`src/sv/kscl_pkg.sv`:
```
// Shared constants, types and register codes for the keypad scanner code lock
`default_nettype none

package kscl_pkg;

    // Keypad and code geometry
    localparam int ROWS          = 4;
    localparam int COLS          = 4;
    localparam int HISTORY_DEPTH = 4;
    localparam int CODE_LENGTH   = 12;

    // Derived sizes
    localparam int KEY_BITS  = ROWS * COLS;
    localparam int ROW_IDX_W = $clog2(ROWS);
    localparam int HIST_N    = HISTORY_DEPTH - 1;
    localparam int STEP_W    = $clog2(CODE_LENGTH + 2);
    localparam int CODE_SLOTS = 16;

    // Fixed field widths
    localparam int CNT_W      = 16;
    localparam int COL_IN_W   = 4;
    localparam int ROW_OUT_W  = 4;
    localparam int KEYS_OUT_W = 16;
    localparam int POS_OUT_W  = 4;
    localparam int KEY_IDX_W  = 4;
    localparam int CODE_W     = 48;
    localparam int CFG_IDX_W  = 2;
    localparam int CFG_DATA_W = 48;

    // Lock step codes
    localparam logic [STEP_W-1:0] STEP_CORRECT = STEP_W'(CODE_LENGTH);
    localparam logic [STEP_W-1:0] STEP_ERROR   = STEP_W'(CODE_LENGTH + 1);

    // Register indexes
    localparam logic [CFG_IDX_W-1:0] CFG_SCAN_INTERVAL = 2'd0;
    localparam logic [CFG_IDX_W-1:0] CFG_LOCKOUT_TIME  = 2'd1;
    localparam logic [CFG_IDX_W-1:0] CFG_CODE_KEYS     = 2'd2;
    localparam logic [CFG_IDX_W-1:0] CFG_CLEAR_KEY     = 2'd3;

    // Register reset values
    localparam logic [CNT_W-1:0]     SCAN_INTERVAL_RST = 16'd20;
    localparam logic [CNT_W-1:0]     LOCKOUT_TIME_RST  = 16'd500;
    localparam logic [CODE_W-1:0]    CODE_KEYS_RST     = 48'd264487514688150;
    localparam logic [KEY_IDX_W-1:0] CLEAR_KEY_RST     = 4'd3;

    // One scanned tick on its way from the scanner to the lock sequencer
    typedef struct packed {
        logic [ROWS-1:0]     row_pins;
        logic [KEY_BITS-1:0] matrix;
        logic                taken;
    } tick_entry_t;

endpackage

`default_nettype wire

```
`src/sv/keypad_scan_code_lock_core.sv`:
```
// Top level of the keypad scanner code lock: configuration registers and wiring
`default_nettype none

// One input transfer is one timer tick carrying the column pin levels; the block
// takes a tick every clock cycle unless the queue is full. The scanner updates
// the row drive, key matrix, debounce history and lockout timers in the cycle it
// takes the tick and writes the outcome into a two-entry queue; the sequencer
// pops one entry a cycle when its result register is empty or the output is not
// stalled and registers it, so a result passes through the queue and then the
// result register before it is presented. Stalling the output fills the queue,
// and the input stalls only when both queue entries are occupied. Configuration
// writes take effect at once and are meant to be made while no tick is in flight.
module keypad_scan_code_lock_core
(
    input  wire logic                             clk,
    input  wire logic                             rst_n,
    input  wire logic                             cfg_we,
    input  wire logic [kscl_pkg::CFG_IDX_W-1:0]   cfg_index,
    input  wire logic [kscl_pkg::CFG_DATA_W-1:0]  cfg_wdata,
    input  wire logic                             in_valid,
    output logic                                  in_stall,
    input  wire logic [kscl_pkg::COL_IN_W-1:0]    column_levels,
    output logic                                  out_valid,
    input  wire logic                             out_stall,
    output logic [kscl_pkg::ROW_OUT_W-1:0]        row_drive_n,
    output logic [kscl_pkg::KEYS_OUT_W-1:0]       keys_now,
    output logic [kscl_pkg::POS_OUT_W-1:0]        code_position,
    output logic                                  unlocked,
    output logic                                  press_taken
);

    logic [kscl_pkg::CNT_W-1:0]     scan_interval_reg;
    logic [kscl_pkg::CNT_W-1:0]     lockout_time_reg;
    logic [kscl_pkg::CODE_W-1:0]    code_keys_reg;
    logic [kscl_pkg::KEY_IDX_W-1:0] clear_key_reg;

    kscl_pkg::tick_entry_t push_entry;
    kscl_pkg::tick_entry_t pop_entry;
    logic                  push;
    logic                  pop;
    logic                  q_full;
    logic                  q_valid;

    // Write configuration registers
    always_ff @(posedge clk or negedge rst_n)
    begin
        if (!rst_n)
        begin
            scan_interval_reg <= kscl_pkg::SCAN_INTERVAL_RST;
            lockout_time_reg  <= kscl_pkg::LOCKOUT_TIME_RST;
            code_keys_reg     <= kscl_pkg::CODE_KEYS_RST;
            clear_key_reg     <= kscl_pkg::CLEAR_KEY_RST;
        end
        else if (cfg_we)
        begin
            unique case (cfg_index)
                kscl_pkg::CFG_SCAN_INTERVAL:
                    scan_interval_reg <= cfg_wdata[kscl_pkg::CNT_W-1:0];
                kscl_pkg::CFG_LOCKOUT_TIME:
                    lockout_time_reg  <= cfg_wdata[kscl_pkg::CNT_W-1:0];
                kscl_pkg::CFG_CODE_KEYS:
                    code_keys_reg     <= cfg_wdata[kscl_pkg::CODE_W-1:0];
                kscl_pkg::CFG_CLEAR_KEY:
                    clear_key_reg     <= cfg_wdata[kscl_pkg::KEY_IDX_W-1:0];
                default: ;
            endcase
        end
    end

    assign in_stall = q_full;

    kscl_front u_front
    (
        .clk           (clk),
        .rst_n         (rst_n),
        .in_valid      (in_valid),
        .in_stall      (q_full),
        .column_levels (column_levels),
        .scan_interval (scan_interval_reg),
        .lockout_time  (lockout_time_reg),
        .push_entry    (push_entry),
        .push          (push)
    );

    kscl_queue u_queue
    (
        .clk        (clk),
        .rst_n      (rst_n),
        .push       (push),
        .push_entry (push_entry),
        .full       (q_full),
        .pop        (pop),
        .pop_valid  (q_valid),
        .pop_entry  (pop_entry)
    );

    kscl_back u_back
    (
        .clk           (clk),
        .rst_n         (rst_n),
        .q_valid       (q_valid),
        .q_entry       (pop_entry),
        .pop           (pop),
        .code_keys     (code_keys_reg),
        .clear_key     (clear_key_reg),
        .out_valid     (out_valid),
        .out_stall     (out_stall),
        .row_drive_n   (row_drive_n),
        .keys_now      (keys_now),
        .code_position (code_position),
        .unlocked      (unlocked),
        .press_taken   (press_taken)
    );

endmodule

`default_nettype wire

```
`src/sv/kscl_front.sv`:
```
// Row scanner, debounce history, re-arm and lockout timing
`default_nettype none

module kscl_front
(
    input  wire logic                           clk,
    input  wire logic                           rst_n,
    input  wire logic                           in_valid,
    input  wire logic                           in_stall,
    input  wire logic [kscl_pkg::COL_IN_W-1:0]  column_levels,
    input  wire logic [kscl_pkg::CNT_W-1:0]     scan_interval,
    input  wire logic [kscl_pkg::CNT_W-1:0]     lockout_time,
    output kscl_pkg::tick_entry_t               push_entry,
    output logic                                push
);

    logic [kscl_pkg::CNT_W-1:0]     scan_elapsed_reg, scan_elapsed_next;
    logic [kscl_pkg::CNT_W-1:0]     hold_elapsed_reg, hold_elapsed_next;
    logic [kscl_pkg::ROW_IDX_W-1:0] scan_row_reg, scan_row_next;
    logic [kscl_pkg::ROWS-1:0]      row_pins_reg, row_pins_next;
    logic [kscl_pkg::KEY_BITS-1:0]  key_matrix_reg, key_matrix_next;
    logic [kscl_pkg::KEY_BITS-1:0]  hist_reg [kscl_pkg::HIST_N];
    logic                           rearmed_reg, rearmed_next;
    logic                           taken;

    assign push = in_valid && !in_stall;

    // Work out the state after this tick
    always_comb
    begin
        logic [kscl_pkg::CNT_W-1:0]             se_inc;
        logic [kscl_pkg::CNT_W-1:0]             he_inc;
        logic [kscl_pkg::ROW_IDX_W-1:0]         row_after;
        logic [kscl_pkg::COLS+kscl_pkg::COL_IN_W-1:0] cols_ext;
        logic                                   stable;
        logic                                   rearm_now;

        se_inc    = (scan_elapsed_reg == '1) ? scan_elapsed_reg : scan_elapsed_reg + 1'b1;
        he_inc    = (hold_elapsed_reg == '1) ? hold_elapsed_reg : hold_elapsed_reg + 1'b1;
        cols_ext  = (kscl_pkg::COLS + kscl_pkg::COL_IN_W)'(column_levels);
        row_after = (scan_row_reg == kscl_pkg::ROW_IDX_W'(kscl_pkg::ROWS - 1))
                    ? '0 : scan_row_reg + 1'b1;

        scan_elapsed_next = se_inc;
        scan_row_next     = scan_row_reg;
        row_pins_next     = row_pins_reg;
        key_matrix_next   = key_matrix_reg;

        // Scan: capture the current row, release it, drive the next one
        if (se_inc >= scan_interval)
        begin
            scan_elapsed_next = '0;
            scan_row_next     = row_after;
            for (int r = 0; r < kscl_pkg::ROWS; r++)
            begin
                if (kscl_pkg::ROW_IDX_W'(r) == scan_row_reg)
                begin
                    for (int c = 0; c < kscl_pkg::COLS; c++)
                    begin
                        key_matrix_next[r*kscl_pkg::COLS + c] = !cols_ext[c];
                    end
                    row_pins_next[r] = 1'b1;
                end
            end
            for (int r = 0; r < kscl_pkg::ROWS; r++)
            begin
                if (kscl_pkg::ROW_IDX_W'(r) == row_after)
                begin
                    row_pins_next[r] = 1'b0;
                end
            end
        end

        // Stable when every history entry matches the new matrix
        stable = 1'b1;
        for (int i = 0; i < kscl_pkg::HIST_N; i++)
        begin
            if (hist_reg[i] != key_matrix_next)
            begin
                stable = 1'b0;
            end
        end

        rearm_now = rearmed_reg || (key_matrix_next == '0);
        taken     = rearm_now && stable && (he_inc >= lockout_time);

        hold_elapsed_next = taken ? '0 : he_inc;
        rearmed_next      = taken ? 1'b0 : rearm_now;
    end

    assign push_entry.row_pins = row_pins_next;
    assign push_entry.matrix   = key_matrix_next;
    assign push_entry.taken    = taken;

    // Advance scanner state on each transfer
    always_ff @(posedge clk or negedge rst_n)
    begin
        if (!rst_n)
        begin
            scan_elapsed_reg <= '0;
            hold_elapsed_reg <= '0;
            scan_row_reg     <= '0;
            row_pins_reg     <= '1;
            key_matrix_reg   <= '0;
            rearmed_reg      <= 1'b1;
            for (int i = 0; i < kscl_pkg::HIST_N; i++)
            begin
                hist_reg[i] <= '0;
            end
        end
        else if (push)
        begin
            scan_elapsed_reg <= scan_elapsed_next;
            hold_elapsed_reg <= hold_elapsed_next;
            scan_row_reg     <= scan_row_next;
            row_pins_reg     <= row_pins_next;
            key_matrix_reg   <= key_matrix_next;
            rearmed_reg      <= rearmed_next;
            hist_reg[0]      <= key_matrix_next;
            for (int i = 1; i < kscl_pkg::HIST_N; i++)
            begin
                hist_reg[i] <= hist_reg[i-1];
            end
        end
    end

endmodule

`default_nettype wire

```
`src/sv/kscl_queue.sv`:
```
// Two-entry queue between the scanner and the lock sequencer
`default_nettype none

module kscl_queue
(
    input  wire logic                  clk,
    input  wire logic                  rst_n,
    input  wire logic                  push,
    input  kscl_pkg::tick_entry_t      push_entry,
    output logic                       full,
    input  wire logic                  pop,
    output logic                       pop_valid,
    output kscl_pkg::tick_entry_t      pop_entry
);

    kscl_pkg::tick_entry_t slot_reg [2];
    logic                  wr_ptr_reg;
    logic                  rd_ptr_reg;
    logic [1:0]            count_reg, count_next;

    assign full      = (count_reg == 2'd2);
    assign pop_valid = (count_reg != 2'd0);
    assign pop_entry = slot_reg[rd_ptr_reg];

    always_comb
    begin
        count_next = count_reg;
        case ({push, pop})
            2'b10:   count_next = count_reg + 1'b1;
            2'b01:   count_next = count_reg - 1'b1;
            default: count_next = count_reg;
        endcase
    end

    // Hold entry storage
    always_ff @(posedge clk)
    begin
        if (push)
        begin
            slot_reg[wr_ptr_reg] <= push_entry;
        end
    end

    // Advance pointers and fill count
    always_ff @(posedge clk or negedge rst_n)
    begin
        if (!rst_n)
        begin
            wr_ptr_reg <= 1'b0;
            rd_ptr_reg <= 1'b0;
            count_reg  <= 2'd0;
        end
        else
        begin
            if (push)
            begin
                wr_ptr_reg <= !wr_ptr_reg;
            end
            if (pop)
            begin
                rd_ptr_reg <= !rd_ptr_reg;
            end
            count_reg <= count_next;
        end
    end

endmodule

`default_nettype wire

```
`src/sv/kscl_back.sv`:
```
// Lock sequencer and registered result stage
`default_nettype none

module kscl_back
(
    input  wire logic                            clk,
    input  wire logic                            rst_n,
    input  wire logic                            q_valid,
    input  kscl_pkg::tick_entry_t                q_entry,
    output logic                                 pop,
    input  wire logic [kscl_pkg::CODE_W-1:0]     code_keys,
    input  wire logic [kscl_pkg::KEY_IDX_W-1:0]  clear_key,
    output logic                                 out_valid,
    input  wire logic                            out_stall,
    output logic [kscl_pkg::ROW_OUT_W-1:0]       row_drive_n,
    output logic [kscl_pkg::KEYS_OUT_W-1:0]      keys_now,
    output logic [kscl_pkg::POS_OUT_W-1:0]       code_position,
    output logic                                 unlocked,
    output logic                                 press_taken
);

    logic                          out_valid_reg;
    logic [kscl_pkg::ROWS-1:0]     row_pins_reg;
    logic [kscl_pkg::KEY_BITS-1:0] matrix_reg;
    logic                          taken_reg;
    logic [kscl_pkg::STEP_W-1:0]   step_reg, step_next;
    logic                          unlock_reg, unlock_next;

    assign pop = q_valid && (!out_valid_reg || !out_stall);

    // Evaluate an accepted pattern against the code
    always_comb
    begin
        logic [kscl_pkg::CODE_SLOTS*kscl_pkg::KEY_IDX_W-1:0] code_ext;
        logic [kscl_pkg::KEY_IDX_W-1:0]                      want_idx;
        logic [kscl_pkg::KEY_BITS-1:0]                       want_bit;
        logic [kscl_pkg::KEY_BITS-1:0]                       clear_bit;
        logic                                                pressed;

        code_ext = (kscl_pkg::CODE_SLOTS * kscl_pkg::KEY_IDX_W)'(code_keys);
        want_idx = '0;
        for (int k = 0; k < kscl_pkg::CODE_SLOTS; k++)
        begin
            if (32'(step_reg) == k)
            begin
                want_idx = code_ext[k*kscl_pkg::KEY_IDX_W +: kscl_pkg::KEY_IDX_W];
            end
        end
        want_bit  = (32'(want_idx) < kscl_pkg::KEY_BITS)
                    ? (kscl_pkg::KEY_BITS'(1) << want_idx) : '0;
        clear_bit = (32'(clear_key) < kscl_pkg::KEY_BITS)
                    ? (kscl_pkg::KEY_BITS'(1) << clear_key) : '0;
        pressed   = (q_entry.matrix != '0);

        step_next   = step_reg;
        unlock_next = unlock_reg;
        if (q_entry.taken)
        begin
            if (step_reg < kscl_pkg::STEP_CORRECT)
            begin
                if (pressed && q_entry.matrix == want_bit)
                begin
                    step_next = step_reg + 1'b1;
                    if (step_reg + 1'b1 == kscl_pkg::STEP_CORRECT)
                    begin
                        unlock_next = 1'b1;
                    end
                end
                else if (pressed)
                begin
                    step_next = kscl_pkg::STEP_ERROR;
                end
            end
            // Clear key overrides the step result
            if (pressed && q_entry.matrix == clear_bit)
            begin
                step_next   = '0;
                unlock_next = 1'b0;
            end
        end
    end

    // Hold result payload
    always_ff @(posedge clk)
    begin
        if (pop)
        begin
            row_pins_reg <= q_entry.row_pins;
            matrix_reg   <= q_entry.matrix;
            taken_reg    <= q_entry.taken;
        end
    end

    // Advance lock state and result valid
    always_ff @(posedge clk or negedge rst_n)
    begin
        if (!rst_n)
        begin
            out_valid_reg <= 1'b0;
            step_reg      <= '0;
            unlock_reg    <= 1'b0;
        end
        else
        begin
            if (pop)
            begin
                out_valid_reg <= 1'b1;
                step_reg      <= step_next;
                unlock_reg    <= unlock_next;
            end
            else if (!out_stall)
            begin
                out_valid_reg <= 1'b0;
            end
        end
    end

    assign out_valid     = out_valid_reg;
    assign row_drive_n   = kscl_pkg::ROW_OUT_W'(row_pins_reg);
    assign keys_now      = kscl_pkg::KEYS_OUT_W'(matrix_reg);
    assign code_position = kscl_pkg::POS_OUT_W'(step_reg);
    assign unlocked      = unlock_reg;
    assign press_taken   = taken_reg;

    // Step never runs past the error code
    a_step_range: assert property (@(posedge clk) disable iff (!rst_n)
        step_reg <= kscl_pkg::STEP_ERROR)
        else $error("lock step beyond error code");

    // Unlock level tracks the correct state exactly
    a_unlock_correct: assert property (@(posedge clk) disable iff (!rst_n)
        unlock_reg == (step_reg == kscl_pkg::STEP_CORRECT))
        else $error("unlock level disagrees with lock step");

    // Lock state moves only when an entry leaves the queue
    a_lock_hold: assert property (@(posedge clk) disable iff (!rst_n)
        !pop |=> ($stable(step_reg) && $stable(unlock_reg)))
        else $error("lock state changed without a queue entry");

endmodule

`default_nettype wire
```
`config.mk`:
```
export PLATFORM = sky130hd
export DESIGN_NAME = keypad_scan_code_lock_core
export DESIGN_NICKNAME = d
export VERILOG_FILES = /design/src/sv/kscl_pkg.sv /design/src/sv/keypad_scan_code_lock_core.sv /design/src/sv/kscl_front.sv /design/src/sv/kscl_queue.sv /design/src/sv/kscl_back.sv
export SDC_FILE = /design/constraint.sdc
export NUM_CORES = 1
export LEC_CHECK = 0
export ABC_AREA = 0
export BUFFER_PORTS_ARGS = -buffer_cell sky130_fd_sc_hd__buf_2
export CAP_MARGIN = 15
export CORE_UTILIZATION = 33
export DETAILED_ROUTE_END_ITERATION = 10
export PLACE_DENSITY = 0.48
export SLEW_MARGIN = 20
export SYNTH_ARGS = -nofsm -noshare
export SYNTH_HDL_FRONTEND = slang
export SYNTH_SLANG_ARGS = --single-unit
```
`constraint.sdc`:
```
create_clock -name clk -period 13.5 [get_ports clk]
set_clock_uncertainty 0.2 [all_clocks]
set_input_delay 2.025 -clock clk [delete_from_list [all_inputs] [get_ports clk]]
set_output_delay 2.025 -clock clk [all_outputs]
set_load 0.005 [all_outputs]
```
Yosys cells after proc, flatten, opt, wreduce, memory -nomap -nowiden
Memories as Yosys holds them, arrays and structs flattened. Index checks and enable logic that the tools add are counted.

Memory bits (writable): 42. Flip-flop bits (word level): 202. Input bits: 59. Memory bits (read-only): 0. Latch bits: 0. Memories: 1. Output and inout port bits: 28. Word-level logic and storage cells: 158.

$mul: 0. Bitwise logic cells: 0. Magnitude comparators: 3. Multiplexer cells: 52. Add/sub/neg operators: 6. Eq/ne operators: 37. Reduce and logical (&&, ||, !) cells: 36. Div/mod/pow operators: 0. Shift operators: 2.

Memory list: u_queue.slot_reg (words 2, bits a word 21, read ports 1, clocked after Yosys merged registers in 0, wr ports 1, line kscl_queue.sv:16) `kscl_pkg::tick_entry_t slot_reg [2];`.

Operators with widths (count): 4-bit two-way mux (25); 16-bit two-way mux (5); 16-bit != test (3); 4-bit equality test (second input constant) (9); 16-bit by 1-bit adder with 16-bit output (second input constant) (2); 16-bit equality test (2); 16-bit equality test (second input constant) (2); 16-bit >= comparator (2); 1-bit by 4-bit << shifter with 16-bit output (first input constant) (2); 1-bit two-way mux (20); 4-bit by 3-bit equality test with 1-bit output (second input constant) (4); 16-bit zero test (1); 16-bit nonzero test (1); 2-bit equality test (second input constant) (5); 2-bit AND reduction (5); 2-bit nonzero test (5); 1-bit zero test (9); 2-bit equality test (first input constant) (4); 4-bit by 2-bit equality test with 1-bit output (second input constant) (2); 1-bit logical AND (6); 2-bit zero test (3); 5-bit AND reduction (1); 2-bit by 1-bit adder with 2-bit output (second input constant) (2); 4-bit by 1-bit adder with 4-bit output (second input constant) (1); other kinds (12) (15).

Logic depth before layout (Yosys ltp)
Gate-level depths: netlist of the first run.

Depth in word-level cells: 23. Gate-level depth with buffers: 25. Mapped depth without buffers: 22.

By module
From an unflattened synthesis of the first run, not the netlist that was laid out.

Cells, all modules: 1410. Area, all modules: 14196.1 um^2.

Modules (own cells, without submodules): kscl_front (seq. area each 2183.3 um^2, cells an instance 836, area an instance 6578.8 um^2, times used 1); keypad_scan_code_lock_core (seq. area each 2142.1 um^2, cells an instance 179, area an instance 3186.8 um^2, times used 1); kscl_back (seq. area each 780.7 um^2, cells an instance 314, area an instance 2721.4 um^2, times used 1); kscl_queue (seq. area each 1361.3 um^2, cells an instance 81, area an instance 1709.1 um^2, times used 1).

Worst setup path before layout of the first run
Ideal clock, no wire load.

Path kind: input -> register. Start point: input port column_levels[1] in the netlist's numbering. End point: register u_front.hold_elapsed_reg[3] in the netlist's numbering. Arrival: 4.289 ns. Library setup time: 0.118 ns. Data required time: 13.182 ns. Path slack: 8.893 ns. Path buffers: 2. Stages on the path: 13. Cells stage by stage: clkbuf_1 -> nor2_1 -> a211oi_1 -> nand3_1 -> a22oi_1 -> a41oi_1 -> a2111oi_2 -> nand4_1 -> a2111oi_0 -> and4bb_1 -> buf_4 -> o21ai_1 -> a21o_1.

Longest elaborated chain between the ends: 10. Elaborated cells on any way between the ends: 17. Classes of those cells: eq/ne: 3; mux: 9; reduce/logical: 5.

RTL lines: start: declaration (line keypad_scan_code_lock_core.sv:22) `input wire logic [kscl_pkg::COL_IN_W-1:0] column_levels,`; 1-bit zero test (*) (line kscl_front.sv:60) `key_matrix_next[r*kscl_pkg::COLS + c] = !cols_ext[c];`; 4-bit two-way mux (line kscl_front.sv:56) `if (kscl_pkg::ROW_IDX_W'(r) == scan_row_reg)`; 16-bit two-way mux (*) (line kscl_front.sv:50) `if (se_inc >= scan_interval)`; 16-bit != test (line kscl_front.sv:78) `if (hist_reg[i] != key_matrix_next)`; 1-bit two-way mux (3 in series) (line kscl_front.sv:78); 1-bit logical AND (*) (2 in series) (line kscl_front.sv:85) `taken = rearm_now && stable && (he_inc >= lockout_time);`; 16-bit two-way mux (*) (line kscl_front.sv:87) `hold_elapsed_next = taken ? '0 : he_inc;`; end signal: assignment (line kscl_front.sv:114) `hold_elapsed_reg <= hold_elapsed_next;`; end: declaration (line kscl_front.sv:18) `logic [kscl_pkg::CNT_W-1:0] hold_elapsed_reg, hold_elapsed_next;`.

Every way passes the cells marked *; elsewhere a longest branch is shown, timed or not. A chain may end at the register's enable or synchronous reset.

==> flow_summary.toml, run 1 <==
[run_status]
status = "finished clean"

[sta]
final.min_clock_period_ns = 5.99
rsz0062_at_grt = "false"
setup_viol = 0
max_freq_ghz = 0.167
slew_headroom = 0.375
drv_slew = 0
tightest_slew_ns = 0.937
timing.final.crit_share = 0.443
tns_ns = 0
hold_viol = 0

[logic_synthesis]
synth_top_area_frac = 0.271
synth_fp_nets = 1443
ys_warn_count = 0
ys.flop_type = "dfrtp_1"
synth_cells = 1340
yosys.area.top_type = "dfrtp_1"
synth_area_leaders = "dfrtp_1, edfxtp_1, mux2_2"
synth_edf_count = 63
async_reset_ff_frac = 0.742
synth_cell_type_count = 81
netlist_area_mm2 = 0.0133
ys_ff_latch = 244
synth_area_per_cell_um2 = 9.93
synth_seq_area_share = 0.486

[floorplanning]
pin_count = 87
die_h_um = 203
die_area_mm2 = 0.0411
die_x_um = 203
initial_core_util = 0.335
rows = 73
coreArea_mm2 = 0.0397

[global_routing]
grt_max_degree = 115
first_global_vias = 9909
antenna_found_initial = 1
track_usage = 0.171
gr-total-overflow = 0
grt_first_pass_wirelength_mm = 56.2

[clock_tree]
htree_levels = 1
clk_latency_ns = 0.55
root_buffer = "clkbuf_16"
cts_buffer_depth = 3
ctsHoldBuffers = 0
numCtsBuffers = 29
clkTransAtPathRegs_ns = 0.06
clock_sinks = 244
cts_tree = "done"
cts_setup_buffers = 0
cts-resized-gates = 0

[placement]
dp_hpwl_mm = 24.7
place_area_mm2 = 0.0142
gp_congestion = 0.856
numPortBuffers = 86

[final_layout]
drive_above_1_share = 0.205
syn2layout_area_growth_pct = 14.1
largest_reg_flops = 48
nNetsFinal = 1503
num-fill-cells = 3995
antenna_cells = 0
fin_area_mm2 = 0.0152

[drt]
drc = 0
antenna_left = 0
wire_per_inst_um = 17.9
vias_per_cell = 5.18
vias = 10100
routed_wl_mm = 34.9
drtPass1Iterations = 7
drt_iter0_drc = 549

[setup_path]
cp_max_fo = 21
r2r-end = "u_front.hold_elapsed_reg[3]"
cp-start-kind = "register"
r2r_cells = 22
crit_arrival_ns = 6.23
endpoint_kind = "register"
reg2reg_slack_ns = 7.51
path_class = "reg -> reg"
worstReg2RegStart = "u_front.scan_elapsed_reg[4]"
cp_data_required_time_ns = 13.75
critical_path.startpoint = "u_front.scan_elapsed_reg[4]"

[pwr]
ir_drop_mv = 0.0961
clkPwrFrac = 0.303
power.leakage_nw = 6.61
power_density_mw_per_mm2 = 175
p_sw_mw = 0.899
share_comb_of_total_power = 0.284
pwr-share-seq = 0.413
cell_internal_pwr_mw = 1.76
switching_share = 0.338

[hold_path]
hp-class = "reg -> reg"
worstHoldStart = "u_front.row_pins_reg[3]"
worstHoldEndpoint = "u_front.row_pins_reg[3]"
whs_path_depth = 2

[flow_run]
maxCapViolations = 0
==> cells by family after synthesis <==
logic type,synth area share
xor+xnor,0.0243
flops,0.486
buf+inv,0.0486
fa+ha+maj,0.0414
mux,0.0894
compound gates,0.152
simple gates,0.158
==> cell type report <==
cell class,instances,area [µm²],share of cell area
flip-flops and latches,244,6470,0.426
inverters,89,334,0.0220
multi-input cells,939,6220,0.410
repair buffers,97,522,0.0344
well taps,525,657,0.0433
clock buffers,42,855,0.0563
clock inverters,11,129,0.00849
==> cell usage in the layout (no fill, tap or decap), drive strengths merged, types with 6 or more instances in the layout <==
master / instances
nor2: 64
a221oi: 6
clkinv: 8
clkbuf: 43
inv: 89
buf: 96
nand2b: 9
dfrtp: 144
mux2i: 21
and2: 10
nand3: 44
nor4: 11
a211oi: 6
o21a: 6
or2: 7
o211ai: 6
xor2: 12
a21o: 13
a22o: 13
dfstp: 37
a31oi: 9
ha: 44
nor2b: 13
nand4: 23
a22oi: 6
a21oi: 65
o21ai: 91
or3: 8
edfxtp: 63
xnor2: 25
nand2: 206
and3: 14
nor3: 23
mux2: 87
o22ai: 9
o31ai: 18
==> worst max-delay path by stage <==
stage	to	slack, ns	cells after the start
2_1_floorplan	u_front.hold_elapsed_reg[3]	8.89	13
3_3_place_gp	u_front.hold_elapsed_reg[3]	7.70	22
3_5_place_dp	u_front.hold_elapsed_reg[3]	7.52	22
4_1_cts	u_front.hold_elapsed_reg[3]	7.50	22
5_1_grt	u_front.hold_elapsed_reg[3]	6.80	22
6_report	u_front.hold_elapsed_reg[3]	7.51	22
==> cells in the mapped netlist, types with 12 or more instances <==
| cell | count |
|---|---|
| nand2_1 | 205 |
| dfrtp_1 | 144 |
| inv_1 | 88 |
| mux2_2 | 87 |
| o21ai_0 | 82 |
| a21oi_1 | 64 |
| edfxtp_1 | 63 |
| nor2_1 | 62 |
| ha_1 | 44 |
| nand3_1 | 44 |
| clkbuf_1 | 43 |
| dfstp_2 | 37 |
| xnor2_1 | 25 |
| nand4_1 | 23 |
| nor3_1 | 23 |
| mux2i_1 | 21 |
| o31ai_1 | 18 |
| and3_1 | 14 |
| a21o_1 | 13 |
| a22o_1 | 13 |
| buf_2 | 13 |
| nor2b_1 | 13 |
| xor2_1 | 12 |
==> through the flow <==
step                 util  std cells  power, mW  setup WS, ns  hold WS (ns)
floorplan               -       1340       1.61          8.89         0.237
global placement    0.357       1894       1.87          7.70         0.246
detailed placement  0.357       1894       1.87          7.52         0.252
CTS                 0.382       1947       2.70          7.50         0.263
global route        0.382       1947       2.84          6.80         0.281
finish              0.382       1947       2.66          7.51         0.262
==> critical path, stage by stage (launching register included) <==
cell	delay, ns
dfrtp_1	0.43
nand2_1	0.10
inv_1	0.06
nand4_1	0.12
nor2_1	0.33
and3_1	0.28
nand2b_1	0.26
nor2b_1	0.28
and3_1	0.20
nand3_1	0.09
xnor2_1	0.15
ha_1	0.23
a2111oi_2	0.04
nand2_1	0.08
a21oi_2	0.06
o41a_4	0.60
nor2_4	0.23
o21ai_1	0.15
or3_1	0.33
a2111oi_0	0.43
and4bb_1	0.87
o21ai_1	0.13
a21o_1	0.21
==> metal layers <==
layer / GRT usage / vias up / part of all wire / wire length, µm
met2: 0.276 / 192 / 0.46 / 16000
met1: 0.238 / 4924 / 0.48 / 16600
met3: 0.0220 / 45 / 0.040 / 1400
met4: 0.0510 / 0 / 0.024 / 828
met5: 0 / - / 0 / 0
li1: - / 4919 / - / -
==> power by group through the flow <==
stage | clock [mW] | sequential [mW] | combinational (mW)
floorplan | 0 | 1.07 | 0.542
global placement | 0 | 1.11 | 0.757
detailed placement | 0 | 1.11 | 0.764
CTS | 0.831 | 1.10 | 0.766
global route | 0.859 | 1.12 | 0.857
finish | 0.805 | 1.10 | 0.756
Power figures use the tool's default switching activity.
==> inputs of run 2 (changes only) <==
--- a/config.mk
+++ b/config.mk
@@ -10,7 +10,7 @@
 export CAP_MARGIN = 15
 export CORE_UTILIZATION = 33
 export DETAILED_ROUTE_END_ITERATION = 10
-export PLACE_DENSITY = 0.48
+export PLACE_DENSITY = 0.49
 export SLEW_MARGIN = 20
 export SYNTH_ARGS = -nofsm -noshare
 export SYNTH_HDL_FRONTEND = slang
==> constraint.sdc (replaced) <==
create_clock -name clk -period 5.4 [get_ports clk]
set_clock_uncertainty 0.2 [all_clocks]
set_input_delay 0.81 -clock clk [delete_from_list [all_inputs] [get_ports clk]]
set_output_delay 0.81 -clock clk [all_outputs]
set_load 0.005 [all_outputs]
==> run 2 against run 1 <==
  * Sequential share of layout area is 0.35 points lower
  * Via count is 1.1% higher
  * Largest power group unchanged
  * Critical endpoint unchanged
  * Count of clock-buffer cells in the layout is 2 lower
==> flow_summary.toml, run 2 (same netlist as run 1, synthesis figures left out) <==
[run_status]
status = "finished clean"

[drt]
drt_iter0_drc = 655
routed_wl_mm = 35.6
drtPass1Iterations = 5
vias = 10200
wire_per_inst_um = 18.2
drc = 0
vias_per_cell = 5.21
antenna_left = 0

[global_routing]
grt_first_pass_wirelength_mm = 56.6
track_usage = 0.172
gr-total-overflow = 0
grt_max_degree = 109
antenna_found_initial = 0
first_global_vias = 9883

[final_layout]
final_common_cell = "nand2_1"
fin_cells = 1958
nNetsFinal = 1514
num-fill-cells = 3971
drive_above_1_share = 0.210
fin_area_mm2 = 0.0153
largest_reg_flops = 48
final_cell_mix = "nand2_1, dfrtp_1, inv_1"
antenna_cells = 0
syn2layout_area_growth_pct = 15.0

[flow_run]
maxCapViolations = 0

[floorplanning]
coreArea_mm2 = 0.0397
die_area_mm2 = 0.0411
pin_count = 87
die_x_um = 203
initial_core_util = 0.335
die_h_um = 203
rows = 73

[pwr]
ir_drop_mv = 0.275
power.leakage_nw = 6.65
share_comb_of_total_power = 0.291
total_power_mw = 6.68
power_density_mw_per_mm2 = 436
pwr-share-seq = 0.416
p_sw_mw = 2.28
clkPwrFrac = 0.294
switching_share = 0.341
cell_internal_pwr_mw = 4.40

[placement]
placedCellCount = 1902
gp_congestion = 0.871
dp_hpwl_mm = 25.0
place_area_mm2 = 0.0143
numPortBuffers = 86

[sta]
final.min_clock_period_ns = 5.04
max_freq_ghz = 0.198
slew_headroom = 0.383
tightest_slew_ns = 0.923
tns_ns = 0
timing.final.crit_share = 0.934
hold_viol = 0
setup_viol = 0
drv_slew = 0

[clock_tree]
clock_sinks = 244
root_buffer = "clkbuf_16"
ctsHoldBuffers = 0
htree_levels = 1
cts_tree = "done"
numCtsBuffers = 29
clkTransAtPathRegs_ns = 0.06
clk_latency_ns = 0.55
cts_buffer_depth = 3

[setup_path]
endpoint_kind = "register"
critical_path.startpoint = "u_front.scan_elapsed_reg[8]"
reg2reg_slack_ns = 0.36
cp_data_required_time_ns = 5.63
slowest_delay_ns = 0.42
cp_max_fo = 21
path_buf_inv = 2
path_depth = 21
r2r-end = "u_front.hold_elapsed_reg[3]"
path_class = "reg -> reg"
crit_chain = "and3_1 -> and2_1 -> and3_1 -> nand2b_1 -> nor2b_4 -> nand3_1 -> xnor2_1 -> ha_1 -> a2111oi_2 -> nand2_1 -> a21oi_4 -> o41ai_4 -> buf_6 -> and2_1 -> o31ai_1 -> nand4_1 -> a2111oi_2 -> and4bb_1 -> buf_12 -> o21ai_1 -> a21o_1"
cp-start-kind = "register"
worstReg2RegStart = "u_front.scan_elapsed_reg[8]"
crit_path_top_delay_cell = "dfrtp_1"
cp_top_family = "simple AND/OR/NAND/NOR gates"
crit_arrival_ns = 5.27
crit_path_end = "u_front.hold_elapsed_reg[3]"
r2r_cells = 21

[hold_path]
hp-class = "in -> async"
-- run 2: changes by cell type in the layout (fill, tap and decap cells not counted), sizes merged --
cell / change
o41a: +1
bufinv: +1
clkinv: +1
buf: +10
clkbuf: -2
-- run 2: per-layer routing --
| layer | up-vias | routed length (µm) | track usage |
|---|---|---|---|
| li1 | 4956 | - | - |
| met1 | 4938 | 16900 | 0.244 |
| met2 | 253 | 16400 | 0.275 |
| met3 | 47 | 1580 | 0.0212 |
| met4 | 0 | 799 | 0.0508 |
| met5 | - | 0 | 0 |
-- run 2: power groups by stage --
stage	Sequential, mW	Combinational (mW)	Clock (mW)
4_1_cts	2.77	1.92	2.03
3_3_place_gp	2.80	1.88	0
5_1_grt	2.83	2.17	2.10
2_1_floorplan	2.68	1.36	0
3_5_place_dp	2.80	1.91	0
6_report	2.78	1.94	1.96
-- run 2: worst min path at each step --
stage	slack, ns	depth (start not counted)	endpoint
finish	0.15	1	code_keys_reg[25]
global route	0.26	1	code_keys_reg[29]
CTS	0.21	1	code_keys_reg[29]
detailed placement	0.26	2	u_front.row_pins_reg[1]
global placement	0.26	2	u_front.row_pins_reg[1]
floorplan	0.24	2	u_front.row_pins_reg[1]
-- run 2: layout make-up --
type	instances	area [µm²]	share of cell area
Inverter	89	334	0.0218
Timing Repair Buffer	107	626	0.0409
Multi-Input combinational cell	940	6280	0.410
Sequential cell	244	6470	0.422
Clock buffer	40	787	0.0514
Tap cell	525	657	0.0429
Clock inverter	13	164	0.0107
-- run 2: worst register-to-register path: stages, from the launching register on --
cell	delay [ns]
dfrtp_1	0.42
and3_1	0.20
and2_1	0.18
and3_1	0.22
nand2b_1	0.15
nor2b_4	0.22
nand3_1	0.14
xnor2_1	0.16
ha_1	0.32
a2111oi_2	0.31
nand2_1	0.13
a21oi_4	0.23
o41ai_4	0.11
buf_6	0.18
and2_1	0.24
o31ai_1	0.28
nand4_1	0.16
a2111oi_2	0.36
and4bb_1	0.28
buf_12	0.17
o21ai_1	0.08
a21o_1	0.21
-- run 2: what timing repair did --
action / 4_1_cts / 5_1_grt
setup buffers: 0 / 2
endpoints found under the setup margin: 0 / 19
gates resized for setup: 0 / 10
-- run 2: metrics by stage --
step | util | setup slack [ns] | hold WS [ns]
after floorplan | - | 0.802 | 0.237
after global placement | 0.360 | 0.304 | 0.258
after detailed placement | 0.360 | 0.168 | 0.256
after CTS | 0.384 | 0.153 | 0.213
after global routing | 0.385 | -0.00900 | 0.263
final | 0.385 | 0.359 | 0.151
